==> config.mk <==
export PLATFORM = sky130hd
export DESIGN_NAME = adsr_envelope_shaper
export DESIGN_NICKNAME = d
export VERILOG_FILES = /design/src/adsr_pkg.sv /design/src/adsr_div.sv /design/src/adsr_cfg.sv /design/src/adsr_front.sv /design/src/adsr_fifo.sv /design/src/adsr_back.sv /design/src/adsr_envelope_shaper.sv
export SDC_FILE = /design/constraint.sdc
export NUM_CORES = 2
export LEC_CHECK = 0
export ABC_AREA = 1
export BUFFER_PORTS_ARGS = -buffer_cell sky130_fd_sc_hd__buf_2
export CORE_MARGIN = 1
export CORE_UTILIZATION = 40
export DETAILED_ROUTE_END_ITERATION = 8
export SLEW_MARGIN = 20
export SYNTH_ARGS = -nofsm -noshare
export SYNTH_HDL_FRONTEND = slang
export SYNTH_SLANG_ARGS = --single-unit
==> constraint.sdc <==
create_clock -name clk_i -period 7.9 [get_ports clk_i]
set_clock_uncertainty 0.05 [all_clocks]
set_input_delay 1.58 -clock clk_i [delete_from_list [all_inputs] [get_ports clk_i]]
set_output_delay 1.58 -clock clk_i [all_outputs]
set_load 0.02 [all_outputs]
==> src/adsr_pkg.sv <==
package adsr_pkg;

  localparam int unsigned LevelBits    = 34;  // Q4.30 envelope level
  localparam int unsigned LevelFrac    = 30;
  localparam int unsigned LevelWhole   = LevelBits - LevelFrac;
  localparam int unsigned StepBits     = 32;
  localparam int unsigned GainBits     = 16;  // Q2.14 levels
  localparam int unsigned DividendBits = GainBits + 16;
  localparam int unsigned CfgDataBits  = 32;
  localparam int unsigned CfgIndexBits = 3;
  localparam int unsigned PhaseBits    = 2;

  typedef logic [CfgIndexBits-1:0] cfg_index_t;

  localparam cfg_index_t RegAttackSamples  = 3'd0;
  localparam cfg_index_t RegDecaySamples   = 3'd1;
  localparam cfg_index_t RegReleaseSamples = 3'd2;
  localparam cfg_index_t RegTotalSamples   = 3'd3;
  localparam cfg_index_t RegAttackLevel    = 3'd4;
  localparam cfg_index_t RegSustainLevel   = 3'd5;

  localparam logic [GainBits-1:0] GainResetValue = 16'd16384;

  typedef enum logic [PhaseBits-1:0] {
    PhaseAttack  = 2'd0,
    PhaseDecay   = 2'd1,
    PhaseSustain = 2'd2,
    PhaseRelease = 2'd3
  } phase_e;

  // Per-phase level steps, recomputed after every register write.
  typedef struct packed {
    logic [StepBits-1:0] attack_step;
    logic [StepBits-1:0] decay_step;   // magnitude
    logic                decay_neg;    // level rises during decay
    logic [StepBits-1:0] release_step;
  } step_t;

endpackage

==> src/adsr_div.sv <==
module adsr_div #(
  parameter int unsigned DIVISOR_BITS = 20
) (
  input  logic                                   clk_i,
  input  logic                                   rst_ni,
  input  logic                                   start_i,
  input  logic [adsr_pkg::DividendBits-1:0]      dividend_i,
  input  logic [DIVISOR_BITS-1:0]                divisor_i,
  output logic                                   done_o,
  output logic [adsr_pkg::DividendBits-1:0]      quotient_o
);

  localparam int unsigned DvdBits = adsr_pkg::DividendBits;
  localparam int unsigned CntBits = $clog2(DvdBits);
  localparam logic [CntBits-1:0] LastCnt = CntBits'(DvdBits - 1);

  logic                    busy_q, busy_d;
  logic                    done_q, done_d;
  logic [CntBits-1:0]      cnt_q, cnt_d;
  logic [DIVISOR_BITS-1:0] rem_q, rem_d;
  logic [DIVISOR_BITS-1:0] div_q, div_d;
  logic [DvdBits-1:0]      dvd_q, dvd_d;
  logic [DIVISOR_BITS:0]   shifted;
  logic [DIVISOR_BITS:0]   trial;
  logic                    fits;

  // One quotient bit per cycle, restoring.
  assign shifted = {rem_q, dvd_q[DvdBits-1]};
  assign trial   = shifted - {1'b0, div_q};
  assign fits    = shifted >= {1'b0, div_q};

  always_comb begin
    busy_d = busy_q;
    done_d = 1'b0;
    cnt_d  = cnt_q;
    rem_d  = rem_q;
    div_d  = div_q;
    dvd_d  = dvd_q;
    if (start_i) begin
      busy_d = 1'b1;
      cnt_d  = '0;
      rem_d  = '0;
      div_d  = divisor_i;
      dvd_d  = dividend_i;
    end else if (busy_q) begin
      rem_d = fits ? trial[DIVISOR_BITS-1:0] : shifted[DIVISOR_BITS-1:0];
      dvd_d = {dvd_q[DvdBits-2:0], fits};
      cnt_d = cnt_q + 1'b1;
      if (cnt_q == LastCnt) begin
        busy_d = 1'b0;
        done_d = 1'b1;
      end
    end
  end

  always_ff @(posedge clk_i or negedge rst_ni) begin
    if (!rst_ni) begin
      busy_q <= 1'b0;
      done_q <= 1'b0;
      cnt_q  <= '0;
    end else begin
      busy_q <= busy_d;
      done_q <= done_d;
      cnt_q  <= cnt_d;
    end
  end

  always_ff @(posedge clk_i) begin
    rem_q <= rem_d;
    div_q <= div_d;
    dvd_q <= dvd_d;
  end

  assign done_o     = done_q;
  assign quotient_o = dvd_q;

endmodule

==> src/adsr_cfg.sv <==
module adsr_cfg #(
  parameter int unsigned COUNT_BITS = 20
) (
  input  logic                                clk_i,
  input  logic                                rst_ni,
  input  logic                                cfg_valid_i,
  output logic                                cfg_ready_o,
  input  logic [adsr_pkg::CfgIndexBits-1:0]   cfg_index_i,
  input  logic [adsr_pkg::CfgDataBits-1:0]    cfg_data_i,
  output logic [COUNT_BITS-1:0]               attack_samples_o,
  output logic [COUNT_BITS-1:0]               decay_samples_o,
  output logic [COUNT_BITS-1:0]               release_samples_o,
  output logic [COUNT_BITS-1:0]               total_samples_o,
  output adsr_pkg::step_t                     steps_o
);

  localparam int unsigned GainW = adsr_pkg::GainBits;
  localparam int unsigned DvdW  = adsr_pkg::DividendBits;
  localparam int unsigned StepW = adsr_pkg::StepBits;

  typedef enum logic [3:0] {
    SeqIdle    = 4'b0001,
    SeqAttack  = 4'b0010,
    SeqDecay   = 4'b0100,
    SeqRelease = 4'b1000
  } seq_e;

  seq_e                 state_q, state_d;
  logic                 launch_q, launch_d;
  logic [COUNT_BITS-1:0] attack_q, decay_q, release_q, total_q;
  logic [GainW-1:0]      atk_level_q, sus_level_q;
  adsr_pkg::step_t       steps_q;
  logic                  cfg_fire;
  logic [GainW:0]        diff;
  logic                  diff_neg;
  logic [GainW-1:0]      diff_mag;
  logic [DvdW-1:0]       dividend;
  logic [COUNT_BITS-1:0] divisor;
  logic                  div_done;
  logic [DvdW-1:0]       quotient;
  logic [StepW-1:0]      step_res;

  assign cfg_ready_o = (state_q == SeqIdle);
  assign cfg_fire    = cfg_valid_i && cfg_ready_o;

  // Signed level difference for the decay step, split into sign and magnitude.
  assign diff     = {1'b0, atk_level_q} - {1'b0, sus_level_q};
  assign diff_neg = diff[GainW];
  assign diff_mag = diff_neg ? GainW'(-diff) : diff[GainW-1:0];

  always_comb begin
    case (state_q)
      SeqAttack: begin
        dividend = {atk_level_q, 16'd0};
        divisor  = attack_q;
      end
      SeqDecay: begin
        dividend = {diff_mag, 16'd0};
        divisor  = decay_q;
      end
      SeqRelease: begin
        dividend = {sus_level_q, 16'd0};
        divisor  = release_q;
      end
      default: begin
        dividend = '0;
        divisor  = '0;
      end
    endcase
  end

  adsr_div #(
    .DIVISOR_BITS(COUNT_BITS)
  ) u_adsr_div (
    .clk_i     (clk_i),
    .rst_ni    (rst_ni),
    .start_i   (launch_q),
    .dividend_i(dividend),
    .divisor_i (divisor),
    .done_o    (div_done),
    .quotient_o(quotient)
  );

  // A zero-length phase has a zero step.
  assign step_res = (divisor == '0) ? '0 : StepW'(quotient);

  always_comb begin
    state_d  = state_q;
    launch_d = 1'b0;
    case (state_q)
      SeqIdle: begin
        if (cfg_fire) begin
          state_d  = SeqAttack;
          launch_d = 1'b1;
        end
      end
      SeqAttack: begin
        if (div_done) begin
          state_d  = SeqDecay;
          launch_d = 1'b1;
        end
      end
      SeqDecay: begin
        if (div_done) begin
          state_d  = SeqRelease;
          launch_d = 1'b1;
        end
      end
      SeqRelease: begin
        if (div_done) begin
          state_d = SeqIdle;
        end
      end
      default: begin
        state_d = SeqIdle;
      end
    endcase
  end

  always_ff @(posedge clk_i or negedge rst_ni) begin
    if (!rst_ni) begin
      state_q     <= SeqIdle;
      launch_q    <= 1'b0;
      attack_q    <= '0;
      decay_q     <= '0;
      release_q   <= '0;
      total_q     <= COUNT_BITS'(1);
      atk_level_q <= adsr_pkg::GainResetValue;
      sus_level_q <= adsr_pkg::GainResetValue;
      steps_q     <= '0;
    end else begin
      state_q  <= state_d;
      launch_q <= launch_d;
      if (cfg_fire) begin
        case (cfg_index_i)
          adsr_pkg::RegAttackSamples:  attack_q    <= cfg_data_i[COUNT_BITS-1:0];
          adsr_pkg::RegDecaySamples:   decay_q     <= cfg_data_i[COUNT_BITS-1:0];
          adsr_pkg::RegReleaseSamples: release_q   <= cfg_data_i[COUNT_BITS-1:0];
          adsr_pkg::RegTotalSamples:   total_q     <= cfg_data_i[COUNT_BITS-1:0];
          adsr_pkg::RegAttackLevel:    atk_level_q <= cfg_data_i[GainW-1:0];
          adsr_pkg::RegSustainLevel:   sus_level_q <= cfg_data_i[GainW-1:0];
          default: ;
        endcase
      end
      if (div_done) begin
        case (state_q)
          SeqAttack: steps_q.attack_step <= step_res;
          SeqDecay: begin
            steps_q.decay_step <= step_res;
            steps_q.decay_neg  <= diff_neg;
          end
          SeqRelease: steps_q.release_step <= step_res;
          default: ;
        endcase
      end
    end
  end

  assign attack_samples_o  = attack_q;
  assign decay_samples_o   = decay_q;
  assign release_samples_o = release_q;
  assign total_samples_o   = total_q;
  assign steps_o           = steps_q;

endmodule

==> src/adsr_front.sv <==
module adsr_front #(
  parameter int unsigned SAMPLE_BITS = 16,
  parameter int unsigned COUNT_BITS  = 20,
  parameter int unsigned ENTRY_BITS  = SAMPLE_BITS + adsr_pkg::LevelBits
                                       + adsr_pkg::PhaseBits + 1
) (
  input  logic                    clk_i,
  input  logic                    rst_ni,
  input  logic                    enable_i,
  input  logic                    in_valid_i,
  output logic                    in_ready_o,
  input  logic [SAMPLE_BITS-1:0]  sample_i,
  input  logic [COUNT_BITS-1:0]   attack_samples_i,
  input  logic [COUNT_BITS-1:0]   decay_samples_i,
  input  logic [COUNT_BITS-1:0]   release_samples_i,
  input  logic [COUNT_BITS-1:0]   total_samples_i,
  input  adsr_pkg::step_t         steps_i,
  input  logic                    queue_full_i,
  output logic                    push_o,
  output logic [ENTRY_BITS-1:0]   entry_o
);

  localparam int unsigned LvlW  = adsr_pkg::LevelBits;

  logic [COUNT_BITS-1:0] index_q, index_d;
  logic [LvlW-1:0]       level_q, level_d;
  logic [COUNT_BITS-1:0] n_len;
  logic [COUNT_BITS:0]   ad_sum;
  logic [COUNT_BITS:0]   ir_sum;
  logic                  last;
  adsr_pkg::phase_e      phase;
  logic [LvlW:0]         atk_sum, dec_sum;
  logic [LvlW-1:0]       atk_next, dec_up, dec_down, rel_down;
  logic [LvlW-1:0]       atk_ext, dec_ext, rel_ext;
  logic [LvlW-1:0]       level_next;

  assign in_ready_o = enable_i && !queue_full_i;
  assign push_o     = in_valid_i && in_ready_o;

  // A total length of zero acts as one.
  assign n_len  = (total_samples_i == '0) ? COUNT_BITS'(1) : total_samples_i;
  assign ad_sum = {1'b0, attack_samples_i} + {1'b0, decay_samples_i};
  assign ir_sum = {1'b0, index_q} + {1'b0, release_samples_i};
  assign last   = index_q >= (n_len - COUNT_BITS'(1));

  assign atk_ext = LvlW'(steps_i.attack_step);
  assign dec_ext = LvlW'(steps_i.decay_step);
  assign rel_ext = LvlW'(steps_i.release_step);

  // Saturate at full scale going up, at zero going down.
  assign atk_sum  = {1'b0, level_q} + {1'b0, atk_ext};
  assign atk_next = atk_sum[LvlW] ? '1 : atk_sum[LvlW-1:0];
  assign dec_sum  = {1'b0, level_q} + {1'b0, dec_ext};
  assign dec_up   = dec_sum[LvlW] ? '1 : dec_sum[LvlW-1:0];
  assign dec_down = (level_q > dec_ext) ? level_q - dec_ext : '0;
  assign rel_down = (level_q > rel_ext) ? level_q - rel_ext : '0;

  always_comb begin
    if (index_q < attack_samples_i) begin
      phase      = adsr_pkg::PhaseAttack;
      level_next = atk_next;
    end else if ({1'b0, index_q} < ad_sum) begin
      phase      = adsr_pkg::PhaseDecay;
      level_next = steps_i.decay_neg ? dec_up : dec_down;
    end else if (ir_sum < {1'b0, n_len}) begin
      phase      = adsr_pkg::PhaseSustain;
      level_next = level_q;
    end else begin
      phase      = adsr_pkg::PhaseRelease;
      level_next = rel_down;
    end
  end

  // Start the next sound from zero after the last sample.
  assign index_d = last ? '0 : index_q + COUNT_BITS'(1);
  assign level_d = last ? '0 : level_next;

  always_ff @(posedge clk_i or negedge rst_ni) begin
    if (!rst_ni) begin
      index_q <= '0;
      level_q <= '0;
    end else if (push_o) begin
      index_q <= index_d;
      level_q <= level_d;
    end
  end

  // The sample is scaled by the level held before this sample's update.
  assign entry_o = {last, phase, level_q, sample_i};

endmodule

==> src/adsr_fifo.sv <==
module adsr_fifo #(
  parameter int unsigned WIDTH = 53,
  parameter int unsigned DEPTH = 4
) (
  input  logic             clk_i,
  input  logic             rst_ni,
  input  logic             push_i,
  input  logic [WIDTH-1:0] wdata_i,
  output logic             full_o,
  input  logic             pop_i,
  output logic             valid_o,
  output logic [WIDTH-1:0] rdata_o
);

  localparam int unsigned PtrBits = (DEPTH > 1) ? $clog2(DEPTH) : 1;
  localparam int unsigned CntBits = $clog2(DEPTH + 1);
  localparam logic [PtrBits-1:0] LastPtr = PtrBits'(DEPTH - 1);
  localparam logic [CntBits-1:0] FullCnt = CntBits'(DEPTH);

  logic [WIDTH-1:0]   mem_q [DEPTH];
  logic [PtrBits-1:0] wr_ptr_q, rd_ptr_q;
  logic [CntBits-1:0] count_q;
  logic               do_push, do_pop;

  assign full_o  = (count_q == FullCnt);
  assign valid_o = (count_q != '0);
  assign do_push = push_i && !full_o;
  assign do_pop  = pop_i && valid_o;
  assign rdata_o = mem_q[rd_ptr_q];

  always_ff @(posedge clk_i or negedge rst_ni) begin
    if (!rst_ni) begin
      wr_ptr_q <= '0;
      rd_ptr_q <= '0;
      count_q  <= '0;
    end else begin
      if (do_push) begin
        wr_ptr_q <= (wr_ptr_q == LastPtr) ? '0 : wr_ptr_q + 1'b1;
      end
      if (do_pop) begin
        rd_ptr_q <= (rd_ptr_q == LastPtr) ? '0 : rd_ptr_q + 1'b1;
      end
      if (do_push && !do_pop) begin
        count_q <= count_q + 1'b1;
      end else if (do_pop && !do_push) begin
        count_q <= count_q - 1'b1;
      end
    end
  end

  always_ff @(posedge clk_i) begin
    if (do_push) begin
      mem_q[wr_ptr_q] <= wdata_i;
    end
  end

endmodule

==> src/adsr_back.sv <==
module adsr_back #(
  parameter int unsigned SAMPLE_BITS = 16,
  parameter int unsigned ENTRY_BITS  = SAMPLE_BITS + adsr_pkg::LevelBits
                                       + adsr_pkg::PhaseBits + 1
) (
  input  logic                          clk_i,
  input  logic                          rst_ni,
  input  logic                          entry_valid_i,
  input  logic [ENTRY_BITS-1:0]         entry_i,
  output logic                          pop_o,
  output logic                          out_valid_o,
  input  logic                          out_ready_i,
  output logic [SAMPLE_BITS-1:0]        sample_o,
  output logic [adsr_pkg::PhaseBits-1:0] phase_o,
  output logic                          last_o
);

  localparam int unsigned LvlW  = adsr_pkg::LevelBits;
  localparam int unsigned FracW = adsr_pkg::LevelFrac;
  localparam int unsigned WholW = adsr_pkg::LevelWhole;
  localparam int unsigned PhW   = adsr_pkg::PhaseBits;
  localparam int unsigned LoW   = SAMPLE_BITS + FracW;
  localparam int unsigned HiW   = SAMPLE_BITS + WholW;
  localparam int unsigned ResW  = SAMPLE_BITS + 5;
  localparam logic [LoW:0]    RoundHalf = (LoW + 1)'(1) << (FracW - 1);
  localparam logic [ResW-1:0] HalfScale = ResW'(1) << (SAMPLE_BITS - 1);

  logic [SAMPLE_BITS-1:0] raw;
  logic [LvlW-1:0]        lvl;
  logic [PhW-1:0]         ph;
  logic                   lst;
  logic                   neg;
  logic [SAMPLE_BITS-1:0] mag;
  logic                   out_adv, s1_adv;

  logic                   s1_valid_q;
  logic [LoW-1:0]         plo_q;
  logic [HiW-1:0]         phi_q;
  logic                   neg_q;
  logic [PhW-1:0]         s1_phase_q;
  logic                   s1_last_q;

  logic [LoW:0]           rnd_sum;
  logic [ResW-1:0]        res;
  logic [ResW-1:0]        mag_sat;
  logic [SAMPLE_BITS-1:0] sample_d;

  logic                   out_valid_q;
  logic [SAMPLE_BITS-1:0] out_sample_q;
  logic [PhW-1:0]         out_phase_q;
  logic                   out_last_q;

  assign raw = entry_i[SAMPLE_BITS-1:0];
  assign lvl = entry_i[SAMPLE_BITS +: LvlW];
  assign ph  = entry_i[SAMPLE_BITS + LvlW +: PhW];
  assign lst = entry_i[SAMPLE_BITS + LvlW + PhW];

  // Advance each stage when the one after it is free or moving.
  assign out_adv = !out_valid_q || out_ready_i;
  assign s1_adv  = !s1_valid_q || out_adv;
  assign pop_o   = entry_valid_i && s1_adv;

  assign neg = raw[SAMPLE_BITS-1];
  assign mag = neg ? (~raw + 1'b1) : raw;

  // Stage one: magnitude times fractional and whole parts of the level.
  always_ff @(posedge clk_i or negedge rst_ni) begin
    if (!rst_ni) begin
      s1_valid_q <= 1'b0;
    end else if (s1_adv) begin
      s1_valid_q <= entry_valid_i;
    end
  end

  always_ff @(posedge clk_i) begin
    if (pop_o) begin
      plo_q      <= LoW'(mag) * LoW'(lvl[FracW-1:0]);
      phi_q      <= HiW'(mag) * HiW'(lvl[LvlW-1:FracW]);
      neg_q      <= neg;
      s1_phase_q <= ph;
      s1_last_q  <= lst;
    end
  end

  // Stage two: round half away from zero on the magnitude, then saturate.
  assign rnd_sum = {1'b0, plo_q} + RoundHalf;
  assign res     = ResW'(phi_q) + ResW'(rnd_sum[LoW:FracW]);

  always_comb begin
    if (neg_q) begin
      mag_sat  = (res > HalfScale) ? HalfScale : res;
      sample_d = ~mag_sat[SAMPLE_BITS-1:0] + 1'b1;
    end else begin
      mag_sat  = (res > HalfScale - 1'b1) ? HalfScale - 1'b1 : res;
      sample_d = mag_sat[SAMPLE_BITS-1:0];
    end
  end

  always_ff @(posedge clk_i or negedge rst_ni) begin
    if (!rst_ni) begin
      out_valid_q <= 1'b0;
    end else if (out_adv) begin
      out_valid_q <= s1_valid_q;
    end
  end

  always_ff @(posedge clk_i) begin
    if (out_adv && s1_valid_q) begin
      out_sample_q <= sample_d;
      out_phase_q  <= s1_phase_q;
      out_last_q   <= s1_last_q;
    end
  end

  assign out_valid_o = out_valid_q;
  assign sample_o    = out_sample_q;
  assign phase_o     = out_phase_q;
  assign last_o      = out_last_q;

endmodule

==> src/adsr_envelope_shaper.sv <==
// Linear ADSR envelope shaper for a stream of signed audio samples.
// Channels: a configuration write channel (cfg_valid_i/cfg_ready_o with a register
// index and data), a sample input stream (s_axis_*) and a result stream (m_axis_*).
// Result tdata carries the scaled sample, tuser the envelope phase (0 attack,
// 1 decay, 2 sustain, 3 release) and tlast marks the final sample of a sound.
// Throughput: one sample per clock cycle while no step recompute runs and the
// output is not stalled. A result passes through the queue, the multiply stage
// and the result register. After every register write a shared restoring divider
// recomputes the three phase steps one quotient bit per cycle, three divisions in
// a row; during that time cfg_ready_o and s_axis_tready stay low.
// Reset: all registers take their reset values, the steps are zero, the sample
// index and level of the sound are zero, and all queues are empty.
// Stall: when m_axis_tready is low the result register holds, the multiply stage
// and a four-entry queue fill up, and s_axis_tready drops only once the queue
// is full; no result is ever lost or repeated.
module adsr_envelope_shaper #(
  parameter int unsigned SAMPLE_BITS = 16,
  parameter int unsigned COUNT_BITS  = 20
) (
  input  logic                                clk_i,
  input  logic                                rst_ni,
  // configuration write channel
  input  logic                                cfg_valid_i,
  output logic                                cfg_ready_o,
  input  logic [adsr_pkg::CfgIndexBits-1:0]   cfg_index_i,
  input  logic [adsr_pkg::CfgDataBits-1:0]    cfg_data_i,
  // sample input
  input  logic                                s_axis_tvalid,
  output logic                                s_axis_tready,
  input  logic [((SAMPLE_BITS+7)/8)*8-1:0]    s_axis_tdata,   // [SAMPLE_BITS-1:0] sample_in
  // result output
  output logic                                m_axis_tvalid,
  input  logic                                m_axis_tready,
  output logic [((SAMPLE_BITS+7)/8)*8-1:0]    m_axis_tdata,   // [SAMPLE_BITS-1:0] sample_out
  output logic [adsr_pkg::PhaseBits-1:0]      m_axis_tuser,   // [1:0] phase
  output logic                                m_axis_tlast    // last_of_sound
);

  localparam int unsigned TdataBits  = ((SAMPLE_BITS + 7) / 8) * 8;
  localparam int unsigned EntryBits  = SAMPLE_BITS + adsr_pkg::LevelBits
                                       + adsr_pkg::PhaseBits + 1;
  localparam int unsigned QueueDepth = 4;

  logic [COUNT_BITS-1:0] attack_samples, decay_samples;
  logic [COUNT_BITS-1:0] release_samples, total_samples;
  adsr_pkg::step_t       steps;
  logic                  cfg_idle;
  logic                  push, queue_full;
  logic [EntryBits-1:0]  push_entry;
  logic                  queue_valid, pop;
  logic [EntryBits-1:0]  pop_entry;
  logic [SAMPLE_BITS-1:0] sample_out;

  // Hold the register file and recompute the steps after each write.
  adsr_cfg #(
    .COUNT_BITS(COUNT_BITS)
  ) u_adsr_cfg (
    .clk_i            (clk_i),
    .rst_ni           (rst_ni),
    .cfg_valid_i      (cfg_valid_i),
    .cfg_ready_o      (cfg_idle),
    .cfg_index_i      (cfg_index_i),
    .cfg_data_i       (cfg_data_i),
    .attack_samples_o (attack_samples),
    .decay_samples_o  (decay_samples),
    .release_samples_o(release_samples),
    .total_samples_o  (total_samples),
    .steps_o          (steps)
  );

  assign cfg_ready_o = cfg_idle;

  // Front: classify the phase, advance index and level, queue the work.
  adsr_front #(
    .SAMPLE_BITS(SAMPLE_BITS),
    .COUNT_BITS (COUNT_BITS),
    .ENTRY_BITS (EntryBits)
  ) u_adsr_front (
    .clk_i            (clk_i),
    .rst_ni           (rst_ni),
    .enable_i         (cfg_idle),
    .in_valid_i       (s_axis_tvalid),
    .in_ready_o       (s_axis_tready),
    .sample_i         (s_axis_tdata[SAMPLE_BITS-1:0]),
    .attack_samples_i (attack_samples),
    .decay_samples_i  (decay_samples),
    .release_samples_i(release_samples),
    .total_samples_i  (total_samples),
    .steps_i          (steps),
    .queue_full_i     (queue_full),
    .push_o           (push),
    .entry_o          (push_entry)
  );

  // Short queue so front and back can stall independently.
  adsr_fifo #(
    .WIDTH(EntryBits),
    .DEPTH(QueueDepth)
  ) u_adsr_fifo (
    .clk_i  (clk_i),
    .rst_ni (rst_ni),
    .push_i (push),
    .wdata_i(push_entry),
    .full_o (queue_full),
    .pop_i  (pop),
    .valid_o(queue_valid),
    .rdata_o(pop_entry)
  );

  // Back: multiply, round, saturate and drive the result register.
  adsr_back #(
    .SAMPLE_BITS(SAMPLE_BITS),
    .ENTRY_BITS (EntryBits)
  ) u_adsr_back (
    .clk_i        (clk_i),
    .rst_ni       (rst_ni),
    .entry_valid_i(queue_valid),
    .entry_i      (pop_entry),
    .pop_o        (pop),
    .out_valid_o  (m_axis_tvalid),
    .out_ready_i  (m_axis_tready),
    .sample_o     (sample_out),
    .phase_o      (m_axis_tuser),
    .last_o       (m_axis_tlast)
  );

  // Zero-fill tdata up to a whole number of bytes.
  assign m_axis_tdata = TdataBits'(sample_out);

endmodule

# Yosys cells after proc, flatten, opt, wreduce, memory -nomap -nowiden
# Memories as Yosys holds them, arrays and structs flattened.
# Cells that the tools add are included.
word_totals:
  register_bits: 445
  ram_bits: 212
  input_bits: 56
  n_memories: 1
memory_table:
  columns: ["name", "depth", "width", "rd", "rd_ports_with_merged_regs", "wr", "line_no", "text"]
  rows:
  - ["u_adsr_fifo.mem_q", 4, 53, 1, 0, 1, "adsr_fifo.sv:20", "logic [WIDTH-1:0] mem_q [DEPTH];"]
classes:
  addsub: 20
  mul: 2
  magnitude_cmp: 9
  eq_ne: 18
  muxes: 47
  n_bitwise: 2
  reduce_logical: 34
ops:
  columns: ["operator", "n"]
  rows:
  - ["34-bit 2-to-1 mux", 9]
  - ["32-bit 2-to-1 mux", 3]
  - ["32-bit case mux with 3 select lines", 1]
  - ["16-bit 2-to-1 mux", 5]
  - ["34-bit by 32-bit adder with 35-bit output", 2]
  - ["34-bit by 32-bit > comparator with 1-bit output", 2]
  - ["34-bit by 32-bit subtractor with 34-bit output", 2]
  - ["20-bit 2-to-1 mux", 3]
  - ["20-bit case mux with 3 select lines", 1]
  - ["46-bit by 30-bit adder with 47-bit output, second input constant", 1]
  - ["16-bit by 30-bit multiplier with 46-bit output", 1]
  - ["20-bit by 20-bit adder with 21-bit output", 2]
  - ["20-bit zero test", 2]
  - ["16-bit by 1-bit adder with 16-bit output, second input constant", 2]
  - ["16-bit NOT", 2]
  - ["20-bit by 17-bit adder with 21-bit output", 1]
  - ["21-bit by 20-bit >= comparator with 1-bit output", 1]
  - ["21-bit by 15-bit > comparator with 1-bit output, second input constant", 1]
  - ["21-bit by 16-bit > comparator with 1-bit output, second input constant", 1]
  - ["20-bit by 21-bit less-than comparator with 1-bit output", 1]
  - ["21-bit by 20-bit less-than comparator with 1-bit output", 1]
  - ["20-bit by 1-bit adder with 20-bit output, second input constant", 1]
  - ["20-bit >= comparator", 1]
  - ["20-bit less-than comparator", 1]
  - ["other kinds (36)", 85]

# Longest topological paths before layout
depth:
  depth_word: 9
  depth_mapped: 42
  mapped_depth_nobuf: 39

# Hierarchy
# A second synthesis with hierarchy kept.
unflattened:
  hier_cells: 8549
  hier_area_um2: 63208.1
modules_own_cells:
  columns: ["module", "instances", "cells_per_inst", "area_per_inst_um2", "seq_area_each_um2"]
  rows:
  - ["adsr_back", 1, 2781, 21256.6, 1851.8]
  - ["adsr_front", 1, 3128, 17570.6, 1351.3]
  - ["adsr_cfg", 1, 1355, 10485.1, 5360.1]
  - ["adsr_fifo", 1, 678, 9207.6, 6541.3]
  - ["adsr_div", 1, 607, 4688.2, 2137.0]

# Least setup slack after synthesis
# No wires, ideal clock.
synth_path:
  path_type: "reg-to-reg"
  from: "register u_adsr_fifo.rd_ptr_q[0]"
  to: "register u_adsr_back.plo_q[43] (data pin)"
  setup_ns: 0.259
  arrival_ns: 6.777
  slack_ns: 0.814
  stages_incl_launch_ff: 41
  period_less_slack_ns: 7.086
  cell_sequence: "dfrtp_1 > buf_6 > inv_6 > buf_6 > nand2_1 > nand3_1 > nand2_1 > buf_2 > ha_1 > inv_1 > nor2_1 > nand2_1 > inv_1 > o21ai_0 > nand2_1 > inv_2 > buf_2 > nand2_1 > [5 not listed] > inv_1 > fa_1 > fa_1 > inv_1 > fa_1 > inv_1 > ha_1 > a21oi_1 > inv_1 > a21oi_1 > o21ai_0 > nand2_1 > a21oi_1 > a211oi_1 > nor2_1 > a211oi_1 > nand2_1 > xor2_1"
synth_between:
  elab_chain_len: 5
synth_rtl:
  columns: ["item", "line_no", "text"]
  rows:
  - ["start: declaration", "adsr_fifo.sv:21", "logic [PtrBits-1:0] wr_ptr_q, rd_ptr_q;"]
  - ["start signal: assignment", "adsr_fifo.sv:41", "rd_ptr_q <= (rd_ptr_q == LastPtr) ? '0 : rd_ptr_q + 1'b1;"]
  - ["memory 4 x 53 bit (*)", null, null]
  - ["16-bit NOT", "adsr_back.sv:64", "assign mag = neg ? (~raw + 1'b1) : raw;"]
  - ["16-bit by 1-bit adder with 16-bit output", "adsr_back.sv:64", null]
  - ["16-bit 2-to-1 mux", "adsr_back.sv:64", null]
  - ["16-bit by 30-bit multiplier with 46-bit output (*)", "adsr_back.sv:77", "plo_q <= LoW'(mag) * LoW'(lvl[FracW-1:0]);"]
  - ["end signal: assignment", "adsr_back.sv:77", null]
  - ["end: declaration", "adsr_back.sv:37", "logic [LoW-1:0] plo_q;"]
# Every way passes the cells marked *; elsewhere a longest branch is shown, timed or not.
# A chain may end at the register's enable or synchronous reset.

# Worst setup path after layout
layout_path:
  from: "register u_adsr_fifo.rd_ptr_q[0]"
  to: "register u_adsr_back.plo_q[42] (data pin)"
# Same word-level chain as after synthesis.

==> flow_summary.toml <==
[clock_network]
clkTransAtPathRegs_ns = 0.06
cts_tree = "yes"
cts_sinks = 628
cts-root-buf = "clkbuf_16"
cts_max_path_buffers = 3
hold_buffers = 0
htree_levels = 3
clock_latency_ns = 0.73
numCtsBuffers = 77

[setup_path]
end_kind = "register"
crit_path_start_kind = "register"
cp_common_cell = "inv_1"
cp_data_arrival_time_ns = 7.98
cpMaxStageDelayCell = "dfrtp_4"
critPathLaunch = "u_adsr_fifo.rd_ptr_q[0]"
r2r_start = "u_adsr_fifo.rd_ptr_q[0]"
slowest_delay_ns = 0.55
crit_path_max_fanout = 12
setup.worst_path.class = "reg2reg"
worstPathRequired_ns = 8.29

[drt]
drc = 0
first_pass_iters = 6
dr.first_iter.drc_count = 3453
wl_per_cell_um = 18.5
vias = 51000
route.antenna.remaining_nets = 0
vias_per_cell = 5.25
wirelength_um = 180000

[grt]
grt_pass1_wl_um = 282000
grt_use_total = 0.237
antenna_found_initial = 1
grt_max_degree = 101
grt_pass1_vias = 51300
grt-ovfl-total = 0

[synthesis]
async_flop_share = 0.452
seq_area_frac_synth = 0.289
syn-instance-count = 7640
yosys_most_used_dff = "edfxtp_1"
syn_nets = 8574
synth_edf_count = 324
avgSynthCellArea_um2 = 7.80
synth_cell_type_count = 73
ys_warn_count = 0
synth_seq_cells = 628
syn_area_um2 = 59600

[finish]
syn_to_final_growth_pct = 10.2
layout.nets = 8653
mostFrequentLayoutCells = "1780 x nand2_1, 1233 x inv_1, 674 x nor2_1"
fin_area_um2 = 65700
final_common_cell = "nand2_1"
drive_gt1_frac = 0.0780
fillers = 14900
multi_input_area_um2 = 36800
utilization = 0.444
seqCellArea_um2 = 17200

[floorplanning]
dieArea_um2 = 151000
coreArea_um2 = 148000
dieHeight_um = 388
start_util = 0.403
die_x_um = 388
rows = 141
num_io_pins = 78

[placement]
dp_hpwl_um = 143000
place_congestion = 0.972
dpl-instance-area_um2 = 62500
port_buffers = 65

[worst_hold_path]
hold_path_class = "reg2reg"
hp-start = "u_adsr_back.s1_last_q"

[timing]
setup_violations = 0
tightest_slew_ns = 1.03
post-route-period-util = 0.961
max-slew-margin-rel = 0.309
drv_slew = 0
hold_violations = 0
maxClockFrequency_mhz = 132
post-route-min-period_ns = 7.59

[flow_run]
max_cap_viol_count = 0

[outcome]
status = "finished, final reports clean"
-- Yosys cell counts (33+ instances only) --
master,number,share of area
a21o_1,39,0.0049
o211ai_1,43,0.0054
inv_1,1237,0.078
a32oi_1,37,0.0054
nor4_1,34,0.0036
xor2_1,149,0.022
edfxtp_1,324,0.16
nor2_1,687,0.043
o21ai_1,34,0.0029
fa_1,427,0.14
a21oi_1,426,0.036
o21ai_0,507,0.043
nand3b_1,33,0.0042
nand2_1,1787,0.11
or2_2,111,0.012
xnor2_1,63,0.0093
nand4_1,67,0.0070
nor3_1,68,0.0057
ha_1,451,0.095
dfrtp_1,280,0.12
nand3_1,326,0.027
clkbuf_1,102,0.0064
buf_2,86,0.0072
-- routing by layer --
layer / vias to the layer above / GRT usage / share of wire
met5: - / 0 / 0.000078
met4: 2 / 0.0729 / 0.031
met3: 256 / 0.0253 / 0.051
met2: 1314 / 0.412 / 0.48
met1: 24600 / 0.309 / 0.44
li1: 24800 / - / -
-- worst max-delay path, delay by kind of cell, from the launching register on --
kind / cells / cell delay, ns
AND/OR/NAND/NOR: 11 / 1.41
adder cells (fa/ha/maj): 8 / 3.48
flip-flops: 1 / 0.55
buffers and inverters: 11 / 0.92
XOR/XNOR: 1 / 0.08
AO/OA/AOI/OAI: 6 / 0.86
-- path summary, 6_finish.rpt --
check,to,slack [ns],cells past startpoint
worst max-delay path,u_adsr_back.plo_q[42],0.31,37
worst min-delay path,u_adsr_back.last_o,0.37,0
worst max register to register,u_adsr_back.plo_q[42],0.31,37
worst min register to register,u_adsr_back.last_o,0.37,0
max in group asynchronous,u_adsr_cfg.sus_level_q[9],5.78,2
min in group asynchronous,u_adsr_cfg.steps_o[72],0.81,1
-- layout make-up --
class                   instances  share of cell area
clock buffers                  95              0.0314
clock inverters                47             0.00751
flip-flops and latches        628               0.263
repair inverters                1            0.000133
multi-input cells            5516               0.561
repair buffers                224              0.0277
well taps                    1930              0.0368
diodes                          1           0.0000381
inverters                    1271              0.0733
-- metrics by stage --
| stage | hold WS, ns | setup TNS, ns | worst slack [ns] | cells |
|---|---|---|---|---|
| 5_1_grt | 0.384 | -0.0183 | -0.00804 | 9712 |
| 3_5_place_dp | 0.365 | -0.0164 | -0.0164 | 9552 |
| 2_1_floorplan | 0.350 | 0 | 0.814 | 7640 |
| 3_3_place_gp | 0.356 | 0 | 0.0293 | 9552 |
| 6_report | 0.373 | 0 | 0.312 | 9713 |
| 4_1_cts | 0.370 | 0 | 0.0338 | 9694 |
-- logic make-up (layout without fill, tap and decap cells) --
kind of cell               after synthesis  after routing  share of synthesized area
and+or+nand+nor                       3165           3165                      0.222
adders and majority gates              878            878                      0.238
DFF                                    628            628                      0.289
xor gates and xnor gates               213            213                     0.0314
buffers and inverters                 1496           1638                     0.0986
other                                    0              1                          0
AOI/OAI and AO/OA                     1260           1260                      0.121
-- registers in the layout (all words and copies together), names as in the netlist, 3 cells and up --
register / cells
u_adsr_cfg.release_samples_o: 20
u_adsr_fifo.count_q: 3
u_adsr_cfg.decay_samples_o: 20
u_adsr_cfg.sus_level_q: 16
u_adsr_cfg.state_q: 4
u_adsr_cfg.attack_samples_o: 20
u_adsr_front.index_q: 20
u_adsr_cfg.u_adsr_div.rem_q: 20
u_adsr_cfg.steps_o: 97
u_adsr_cfg.atk_level_q: 16
u_adsr_back.phi_q: 20
u_adsr_back.plo_q: 17
u_adsr_back.sample_o: 16
u_adsr_front.level_q: 34
u_adsr_cfg.u_adsr_div.div_q: 20
u_adsr_cfg.u_adsr_div.quotient_o: 32
u_adsr_cfg.u_adsr_div.cnt_q: 5
u_adsr_cfg.total_samples_o: 20
u_adsr_fifo.mem_q: 212
-- repair_timing --
action | in CTS | in global routing
endpoints found under the setup margin | 1 | 17
resized for setup | 1 | 78
setup buffers | 0 | 13
hold endpoints to repair | 0 | 0
pin swaps | 0 | 11
cloned | 0 | 5
Power is not shown: default switching activity piles up to over one toggle a cycle in this logic, so the estimate is an artifact.
